File: config.mk
export PLATFORM = sky130hd
export DESIGN_NAME = wildcard_glob_matcher_top
export DESIGN_NICKNAME = d
export VERILOG_FILES = /design/src/rtl/wgm_pkg.sv /design/src/rtl/wgm_pattern.sv /design/src/rtl/wgm_active.sv /design/src/rtl/wildcard_glob_matcher_top.sv
export SDC_FILE = /design/constraint.sdc
export NUM_CORES = 1
export LEC_CHECK = 0
export BUFFER_PORTS_ARGS = -buffer_cell sky130_fd_sc_hd__buf_2
export CORE_AREA = 2 2 241 243
export CTS_CLUSTER_DIAMETER = 100
export DETAILED_ROUTE_END_ITERATION = 12
export DIE_AREA = 0 0 243 245
export HOLD_SLACK_MARGIN = 0.05
export PLACE_DENSITY = 0.64
export SLEW_MARGIN = 20
export SYNTH_ARGS = -nofsm -noshare
export SYNTH_HDL_FRONTEND = slang
export SYNTH_SLANG_ARGS = --single-unit
File: constraint.sdc
create_clock -name aclk -period 12.37 [get_ports aclk]
set_input_delay 0.6185 -clock aclk [delete_from_list [all_inputs] [get_ports aclk]]
set_output_delay 0.6185 -clock aclk [all_outputs]
set_load 0.05 [all_outputs]
File: src/rtl/wgm_pkg.sv
// Package for the wildcard glob matcher: operation codes, character constants
// and the control bundle shared by the top level and its sub-blocks.
// No dependencies.
package wgm_pkg;

    localparam int unsigned PATTERN_CHARS_DEF = 32;
    localparam int unsigned CHAR_W            = 16;

    localparam logic [CHAR_W-1:0] CODE_STAR  = 16'd42;
    localparam logic [CHAR_W-1:0] CODE_QMARK = 16'd63;

    typedef enum logic [1:0] {
        OP_CLEAR  = 2'd0,
        OP_APPEND = 2'd1,
        OP_TEXT   = 2'd2,
        OP_END    = 2'd3
    } op_t;

    typedef struct packed {
        logic clear;
        logic append;
        logic text;
        logic finish;
    } ctrl_t;

endpackage

File: src/rtl/wgm_pattern.sv
// Pattern store of the glob matcher: one cell per pattern character with its
// star and question-mark flags, the fill mask and the one-hot end position.
// Depends on wgm_pkg.
module wgm_pattern #(
    parameter int unsigned PATTERN_CHARS = wgm_pkg::PATTERN_CHARS_DEF
) (
    input  logic                         aclk,
    input  logic                         aresetn,
    input  wgm_pkg::ctrl_t               ctrl,
    input  logic [wgm_pkg::CHAR_W-1:0]   char_code,
    output logic [PATTERN_CHARS-1:0]     star_mask,
    output logic [PATTERN_CHARS-1:0]     hit_mask,
    output logic [PATTERN_CHARS:0]       end_mask
);

    logic [wgm_pkg::CHAR_W-1:0] char_reg [PATTERN_CHARS];
    logic [PATTERN_CHARS-1:0]   star_reg;
    logic [PATTERN_CHARS-1:0]   qmark_reg;
    logic [PATTERN_CHARS-1:0]   valid_reg;
    logic [PATTERN_CHARS-1:0]   valid_next;
    logic [PATTERN_CHARS:0]     end_reg;
    logic [PATTERN_CHARS:0]     end_next;
    logic                       full;
    logic                       store_en;

    assign full     = end_reg[PATTERN_CHARS];
    assign store_en = ctrl.append && !full;

    always_comb begin
        valid_next = valid_reg;
        end_next   = end_reg;
        if (ctrl.clear) begin
            valid_next = '0;
            end_next   = {{PATTERN_CHARS{1'b0}}, 1'b1};
        end else if (store_en) begin
            valid_next = valid_reg | end_reg[PATTERN_CHARS-1:0];
            end_next   = {end_reg[PATTERN_CHARS-1:0], 1'b0};
        end
    end

    always_ff @(posedge aclk) begin
        if (!aresetn) begin
            valid_reg <= '0;
            end_reg   <= {{PATTERN_CHARS{1'b0}}, 1'b1};
        end else begin
            valid_reg <= valid_next;
            end_reg   <= end_next;
        end
    end

    always_ff @(posedge aclk) begin
        for (int i = 0; i < PATTERN_CHARS; i++) begin
            if (store_en && end_reg[i]) begin
                char_reg[i]  <= char_code;
                star_reg[i]  <= (char_code == wgm_pkg::CODE_STAR);
                qmark_reg[i] <= (char_code == wgm_pkg::CODE_QMARK);
            end
        end
    end

    always_comb begin
        for (int i = 0; i < PATTERN_CHARS; i++) begin
            star_mask[i] = valid_reg[i] && star_reg[i];
            hit_mask[i]  = valid_reg[i] && !star_reg[i]
                           && (qmark_reg[i] || (char_reg[i] == char_code));
        end
    end

    assign end_mask = end_reg;

    a_end_onehot : assert property (@(posedge aclk) disable iff (!aresetn)
        $onehot(end_reg))
        else $error("End position is not one-hot.");

    a_end_beyond_fill : assert property (@(posedge aclk) disable iff (!aresetn)
        (valid_reg & end_reg[PATTERN_CHARS-1:0]) == '0)
        else $error("End position lies inside the filled pattern.");

    a_clear_rewinds : assert property (@(posedge aclk) disable iff (!aresetn)
        ctrl.clear |=> (end_reg == {{PATTERN_CHARS{1'b0}}, 1'b1}) && (valid_reg == '0))
        else $error("Clear did not empty the pattern.");

    a_append_grows : assert property (@(posedge aclk) disable iff (!aresetn)
        store_en && !ctrl.clear |=>
            $countones(valid_reg) == $past($countones(valid_reg)) + 1)
        else $error("Append did not grow the pattern by one character.");

endmodule

File: src/rtl/wgm_active.sv
// Active position set of the glob matcher: star closure by a carry chain,
// one-step advance on a text character and the end-of-text match test.
// Depends on wgm_pkg.
module wgm_active #(
    parameter int unsigned PATTERN_CHARS = wgm_pkg::PATTERN_CHARS_DEF
) (
    input  logic                     aclk,
    input  logic                     aresetn,
    input  wgm_pkg::ctrl_t           ctrl,
    input  logic [PATTERN_CHARS-1:0] star_mask,
    input  logic [PATTERN_CHARS-1:0] hit_mask,
    input  logic [PATTERN_CHARS:0]   end_mask,
    output logic                     matched
);

    localparam logic [PATTERN_CHARS:0] START = {{PATTERN_CHARS{1'b0}}, 1'b1};

    logic [PATTERN_CHARS:0]   seed_reg;
    logic [PATTERN_CHARS:0]   seed_next;
    logic [PATTERN_CHARS:0]   prop;
    logic [PATTERN_CHARS:0]   gen;
    logic [PATTERN_CHARS:0]   sum;
    logic [PATTERN_CHARS:0]   carry;
    logic [PATTERN_CHARS:0]   closed;
    logic [PATTERN_CHARS-1:0] stay;
    logic [PATTERN_CHARS-1:0] step;

    // The register holds the set before star closure. A run of stars passes
    // activity upwards exactly as a carry ripples through propagate bits.
    assign prop   = {1'b0, star_mask};
    assign gen    = seed_reg & prop;
    assign sum    = prop + gen;
    assign carry  = sum ^ prop ^ gen;
    assign closed = seed_reg | carry;

    assign stay    = closed[PATTERN_CHARS-1:0] & star_mask;
    assign step    = closed[PATTERN_CHARS-1:0] & hit_mask;
    assign matched = |(closed & end_mask);

    always_comb begin
        seed_next = seed_reg;
        if (ctrl.clear || ctrl.append || ctrl.finish) begin
            seed_next = START;
        end else if (ctrl.text) begin
            seed_next = {1'b0, stay} | {step, 1'b0};
        end
    end

    always_ff @(posedge aclk) begin
        if (!aresetn) begin
            seed_reg <= START;
        end else begin
            seed_reg <= seed_next;
        end
    end

endmodule

File: src/rtl/wildcard_glob_matcher_top.sv
// Top level of the wildcard glob matcher: request register, control decode,
// overflow flag and result register. Depends on wgm_pkg, wgm_pattern, wgm_active.
//
// Each request is one character: tuser gives the operation (clear pattern,
// append pattern character, text character, end of text) and tdata the
// 16-bit code unit. Requests are taken at one per cycle while none waits; an
// end-of-text result appears on the master side in the cycle after its request
// leaves the request register. Only an end-of-text request waits, and only
// while the single result register still holds a result not yet taken.
// Pattern '*' matches any run and '?' any one character; characters appended
// beyond PATTERN_CHARS are dropped and flagged until the next clear.
module wildcard_glob_matcher_top #(
    parameter int unsigned PATTERN_CHARS = wgm_pkg::PATTERN_CHARS_DEF
) (
    input  logic        aclk,
    input  logic        aresetn,
    input  logic        s_tvalid,
    output logic        s_tready,
    input  logic [15:0] s_tdata,   // char_code[15:0]
    input  logic [1:0]  s_tuser,   // operation[1:0]
    output logic        m_tvalid,
    input  logic        m_tready,
    output logic [7:0]  m_tdata    // matched[0], pattern_overflow[1], zeros[7:2]
);

    logic                       in_valid_reg;
    logic                       in_valid_next;
    wgm_pkg::op_t               in_op_reg;
    logic [wgm_pkg::CHAR_W-1:0] in_char_reg;
    logic                       consume;
    wgm_pkg::ctrl_t             ctrl;
    logic                       overflow_reg;
    logic                       overflow_next;
    logic                       out_valid_reg;
    logic                       out_valid_next;
    logic                       matched_reg;
    logic                       report_ovf_reg;
    logic                       matched;
    logic [PATTERN_CHARS-1:0]   star_mask;
    logic [PATTERN_CHARS-1:0]   hit_mask;
    logic [PATTERN_CHARS:0]     end_mask;

    assign consume  = in_valid_reg
                      && ((in_op_reg != wgm_pkg::OP_END) || !out_valid_reg || m_tready);
    assign s_tready = !in_valid_reg || consume;

    always_comb begin
        ctrl.clear  = consume && (in_op_reg == wgm_pkg::OP_CLEAR);
        ctrl.append = consume && (in_op_reg == wgm_pkg::OP_APPEND);
        ctrl.text   = consume && (in_op_reg == wgm_pkg::OP_TEXT);
        ctrl.finish = consume && (in_op_reg == wgm_pkg::OP_END);
    end

    always_comb begin
        in_valid_next = in_valid_reg;
        if (s_tvalid && s_tready) begin
            in_valid_next = 1'b1;
        end else if (consume) begin
            in_valid_next = 1'b0;
        end
    end

    always_comb begin
        overflow_next = overflow_reg;
        if (ctrl.clear) begin
            overflow_next = 1'b0;
        end else if (ctrl.append && end_mask[PATTERN_CHARS]) begin
            overflow_next = 1'b1;
        end
    end

    always_comb begin
        out_valid_next = out_valid_reg;
        if (ctrl.finish) begin
            out_valid_next = 1'b1;
        end else if (m_tready) begin
            out_valid_next = 1'b0;
        end
    end

    always_ff @(posedge aclk) begin
        if (!aresetn) begin
            in_valid_reg  <= 1'b0;
            overflow_reg  <= 1'b0;
            out_valid_reg <= 1'b0;
        end else begin
            in_valid_reg  <= in_valid_next;
            overflow_reg  <= overflow_next;
            out_valid_reg <= out_valid_next;
        end
    end

    always_ff @(posedge aclk) begin
        if (s_tvalid && s_tready) begin
            in_op_reg   <= wgm_pkg::op_t'(s_tuser);
            in_char_reg <= s_tdata;
        end
        if (ctrl.finish) begin
            matched_reg    <= matched;
            report_ovf_reg <= overflow_reg;
        end
    end

    wgm_pattern #(
        .PATTERN_CHARS(PATTERN_CHARS)
    ) u_pattern (
        .aclk      (aclk),
        .aresetn   (aresetn),
        .ctrl      (ctrl),
        .char_code (in_char_reg),
        .star_mask (star_mask),
        .hit_mask  (hit_mask),
        .end_mask  (end_mask)
    );

    wgm_active #(
        .PATTERN_CHARS(PATTERN_CHARS)
    ) u_active (
        .aclk      (aclk),
        .aresetn   (aresetn),
        .ctrl      (ctrl),
        .star_mask (star_mask),
        .hit_mask  (hit_mask),
        .end_mask  (end_mask),
        .matched   (matched)
    );

    assign m_tvalid = out_valid_reg;
    assign m_tdata  = {6'd0, report_ovf_reg, matched_reg};

    a_single_strobe : assert property (@(posedge aclk) disable iff (!aresetn)
        $onehot0(ctrl))
        else $error("More than one operation decoded in a cycle.");

    a_result_not_lost : assert property (@(posedge aclk) disable iff (!aresetn)
        out_valid_reg && !m_tready |-> !ctrl.finish)
        else $error("A new result would overwrite one not yet taken.");

    a_finish_shows : assert property (@(posedge aclk) disable iff (!aresetn)
        ctrl.finish |=> m_tvalid)
        else $error("End-of-text request produced no result.");

endmodule
## Word level (Yosys, flattened, before mapping)

Memory sizes are Yosys's and may differ from the RTL's.
Cells that the tools add are included.

- $add $sub $neg: 1
- Eq/ne operators: 38
- Multiplexer cells: 68
- Bitwise logic cells: 10
- Reduce and logical (&&, ||, !) cells: 214

Operators with widths:

| cell | count |
|---|---|
| $eq A16 B16 Y1 | 32 |
| $logic_and A1 B1 Y1 | 136 |
| $mux W1 | 68 |
| $and A32 B32 Y32 | 2 |
| $logic_or A1 B1 Y1 | 37 |
| $logic_not A1 Y1 | 35 |
| $add A32 B33 Y33 | 1 |
| $and A33 B32 Y33 | 1 |
| $and A33 B33 Y33 | 1 |
| $or A32 B33 Y33 | 1 |
| $or A33 B33 Y33 | 1 |
| $reduce_or A33 Y1 | 1 |
| $xor A33 B32 Y33 | 1 |
| $xor A33 B33 Y33 | 1 |
| $eq A16 B6 Y1 const B | 2 |
| $or A32 B32 Y32 | 1 |
| $eq A2 B2 Y1 const B | 2 |
| $reduce_bool A2 Y1 | 2 |
| $reduce_or A2 Y1 | 2 |
| $eq A2 B1 Y1 const B | 1 |
| $logic_not A2 Y1 | 1 |
| $ne A2 B2 Y1 const B | 1 |
| $not A1 Y1 | 1 |

- Bits in registers: 185
- RAM bits: 512
- Output and inout port bits: 10
- Logic and storage cells: 406
- Memories: 1

Memory list:

| memory | depth | bits a word | read ports | clocked after memory_dff | write ports | RTL line | RTL |
|---|---|---|---|---|---|---|---|
| u_pattern.char_reg | 32 | 16 | 32 | 0 | 32 | wgm_pattern.sv:16 | `logic [wgm_pkg::CHAR_W-1:0] char_reg [PATTERN_CHARS];` |

## Depth between registers and ports, before layout

- Word-level depth: 9
- Mapped depth: 10
- Gate-level depth less buffers: 9

## Modules after synthesis

Synthesis repeated with hierarchy kept, for this count alone.

- Cells, all modules: 2172
- Area, all modules: 30027.5 sq um

By module, submodules not included:

| module | times used | cells each | area an instance (sq um) |
|---|---|---|---|
| wgm_pattern | 1 | 1656 | 25973.7 |
| wgm_active | 1 | 468 | 3209.3 |
| wildcard_glob_matcher_top | 1 | 48 | 844.6 |

## Worst setup path after synthesis

Ideal clock, no wire load.

- Path type: reg2reg
- Start: register in_char_reg[5] (netlist name)
- End: register u_pattern.star_reg[0], data pin
- Library setup time: 0.539 ns
- Data arrival time: 4.093 ns
- Slack: 7.737 ns
- Stages on the path, launching flop included: 7
- Path buffers: 3
- Period minus slack after synthesis: 4.633 ns
- Cells stage by stage: edfxtp_1 -> clkbuf_1 -> buf_1 -> clkbuf_1 -> nor4b_1 -> nand4_1 -> nor4_1

- Cells in the longest elaborated chain, start to end: 1

RTL lines:

| what | RTL line | RTL |
|---|---|---|
| from (decl) | wildcard_glob_matcher_top.sv:29 | `logic [wgm_pkg::CHAR_W-1:0] in_char_reg;` |
| from (signal assigned) | wildcard_glob_matcher_top.sv:96 | `in_char_reg <= s_tdata;` |
| $eq A16 B6 Y1 | wgm_pattern.sv:55 | `star_reg[i] <= (char_code == wgm_pkg::CODE_STAR);` |
| to (signal, indexed assignment) | wgm_pattern.sv:55 |  |
| to (decl) | wgm_pattern.sv:17 | `logic [PATTERN_CHARS-1:0] star_reg;` |

Every way passes these cells.
A chain may end at the register's enable or synchronous reset.

## Worst setup path after layout

- Start: register u_pattern.star_reg[0]
- End: register matched_reg, data pin

- Cells in the longest elaborated chain, start to end: 8

RTL lines:

| what | RTL line | RTL |
|---|---|---|
| $logic_and A1 B1 Y1 * | wgm_pattern.sv:63 | `star_mask[i] = valid_reg[i] && star_reg[i];` |
| $and A33 B32 Y33 | wgm_active.sv:31 | `assign gen = seed_reg & prop;` |
| $add A32 B33 Y33 | wgm_active.sv:32 | `assign sum = prop + gen;` |
| $xor A33 B32 Y33 | wgm_active.sv:33 | `assign carry = sum ^ prop ^ gen;` |
| $xor A33 B33 Y33 * | wgm_active.sv:33 |  |
| $or A33 B33 Y33 * | wgm_active.sv:34 | `assign closed = seed_reg \| carry;` |
| $and A33 B33 Y33 * | wgm_active.sv:38 | `assign matched = \|(closed & end_mask);` |
| $reduce_or A33 Y1 * | wgm_active.sv:38 |  |
| named net matched | wildcard_glob_matcher_top.sv:38 | `logic matched;` |
| to (signal assigned) | wildcard_glob_matcher_top.sv:99 | `matched_reg <= matched;` |
| to (decl) | wildcard_glob_matcher_top.sv:36 | `logic matched_reg;` |

The timed path passes the listed nets; every way through them passes the cells marked *.

==> impl_metrics.ini <==
[clock_tree]
cts_hold_buf = 0
ctsResizeCount = 0
clock_sinks = 697
cts_tree = yes
cts_max_level = 3
cts_setup_buffers = 0
path_clk_slew_ns = 0.06
clockRootBuffer = clkbuf_16
cts-buffers-inserted = 73
clk_latency_ns = 0.62
clockBufferDepth = 3

[drt]
drtAntennaViolNets = 0
dr.pass1.iters = 7
drc = 0
avgViaCountPerCell = 5.74
wl_mm = 70.4
num_vias = 17700
wl_per_cell_um = 22.9
initialDrtViolationCount = 1245

[worst_setup_path]
crit_start = u_pattern.star_reg[0]
worstPathArrival_ns = 3.85
worst_path_max_delay_cell = a21oi_1
slowest_delay_ns = 0.59
path_max_fanout = 7
critPathKind = flop to flop
path_delay_family = compound AO/OA/AOI/OAI gates
required_ns = 12.70
critPathLaunchType = flop
end_kind = flop
reg2reg_from = u_pattern.star_reg[0]
path_cells = a311oi_2, o31ai_4, a31oi_1, o21ai_1, a21oi_1, o21bai_1, a211oi_1, o32a_1, nand4_1
critical_path_buf_inv_count = 0

[timing]
finalMaxSlewViolations = 0
finalCritPeriodShare = 0.285
max_freq_mhz = 284
slew_headroom = 0.327
fin_tns_setup_ns = 0
setup_viol = 0
hold_violations = 0
rsz0062_at_grt = no
tightest_slew_ns = 1.00
hold_slack_ns = 0.180
layout_min_cycle_time_ns = 3.53
fin_skew_ns = 0.0268

[placed_design]
dp.cells = 2943
gp_congestion = 0.930
port_buffers = 25
dpl.hpwl_mm = 43.6

[die]
die_w_um = 243
num_rows = 88
start_util = 0.524
die_area_um2 = 59500
io_pins = 32
fp.coreArea_um2 = 57000
die_height_um = 245

[cells_and_area]
antenna_cells = 0
synthToLayoutAreaGrowth_pct = 10.9
largest_register_ffs = 512
fillers = 4643
final_common_cell = edfxtp_1
most-common-layout-cells = edfxtp_1, xnor2_1, nand4_1
fin_nets = 2275
multiInputGateArea_um2 = 9370
postLayoutCoreUtil = 0.582
drive_above_1_share = 0.0812
fin_cells = 3079
seq_area_um2 = 19900

[global_route]
antenna_found_initial = 0
grt_max_degree = 66
gr-usage-all-layers = 0.239
grt_pass1_vias = 17600
overflow = 0
grt_first_pass_wirelength_mm = 108

[synth]
synth_cell_types = 82
synth-edff-count = 596
ys_seq_area_frac = 0.666
synth_seq_cells = 697
synthFlopType = edfxtp_1
avgSynthCellArea_um2 = 13.5
ys_warn_count = 0
synth_area_um2 = 29900
synth_top_area_frac = 0.599
synthCells = 2216
yosys-top-cells-area = edfxtp_1, xnor2_1, dfxtp_1, nand4_1, nor2_1
synthArstFlopShare = 0
synth_area_leader_cell = edfxtp_1

[run_status]
outcome = finished clean

[pwr]
power_density_nw_per_um2 = 147
peakVddDrop_uv = 134
p_leak_nw = 9.87

[worst_hold_path]
hold_path_class = primary input to flop
hp-start = s_tdata[15]

[job]
cap_violations = 0
==> where the power goes <==
group	leakage (nW)	switching, W	internal [W]
Sequential	6.11	0.00000938	0.00255
Clock	1.10	0.000892	0.00118
Combinational	2.66	0.000147	0.0000748
Total	9.87	0.00105	0.00381
==> path summary, 6_finish.rpt <==
check / to / slack, ns / cells past startpoint
hold reg to reg: u_pattern.end_mask[15] / 0.47 / 2
hold / removal: in_char_reg[15] / 0.18 / 1
setup reg to reg: matched_reg / 8.84 / 9
setup / recovery: matched_reg / 8.84 / 9
==> metrics by stage <==
stage	setup WS, ns	area, µm²	power [W]
2_1_floorplan	7.74	29900	0.00276
3_3_place_gp	9.07	30900	0.00283
3_5_place_dp	9.03	30900	0.00284
4_1_cts	8.98	33200	0.00491
5_1_grt	8.73	33200	0.00502
6_report	8.84	33200	0.00486
==> Yosys cell counts, types with 5 or more instances <==
library cell	n
nand3_1	23
o2111ai_1	10
xnor2_1	512
o221ai_1	13
a22oi_1	5
nand4_1	140
nand3b_1	11
nor4b_1	8
o21ai_0	43
a21oi_1	72
o21bai_1	6
a311oi_1	6
buf_4	8
dfxtp_1	101
nor2b_1	20
buf_1	21
nor4_1	47
clkbuf_1	74
inv_1	63
a211oi_1	8
nand2_1	118
a31oi_1	41
edfxtp_1	596
o22ai_1	5
and3_1	5
nor3_1	21
nor2_1	139
a21o_1	5
==> final cells by class <==
cell class / instances / area share
Clock buffer: 108 / 0.0621
Clock inverter: 28 / 0.00630
Inverter: 63 / 0.00713
Multi-Input combinational cell: 1356 / 0.282
Sequential cell: 697 / 0.601
Tap cell: 765 / 0.0289
Timing Repair Buffer: 62 / 0.0125
==> per-layer routing <==
| layer | global-route usage | wire (µm) |
|---|---|---|
| met2 | 0.385 | 33100 |
| met1 | 0.335 | 32000 |
| met5 | 0 | 0 |
| met4 | 0.0846 | 1950 |
| met3 | 0.0339 | 3310 |
==> worst reg2reg max path: stages, from the launching register on <==
cell and delay, ns:
edfxtp_1 0.44, a311oi_2 0.47, o31ai_4 0.17, a31oi_1 0.32, o21ai_1 0.22, a21oi_1 0.59, o21bai_1 0.32, a211oi_1 0.39
o32a_1 0.23, nand4_1 0.09
==> logic make-up (layout without fill, tap and decap cells) <==
family,count (synthesis),in the layout,share of synthesized area
simple gates,565,565,0.0983
buf+inv,168,261,0.0224
other cells,1,6,0.000125
compound gates,273,273,0.0631
xor+xnor,512,512,0.150
flops,697,697,0.666
Power figures use the tool's default switching activity.
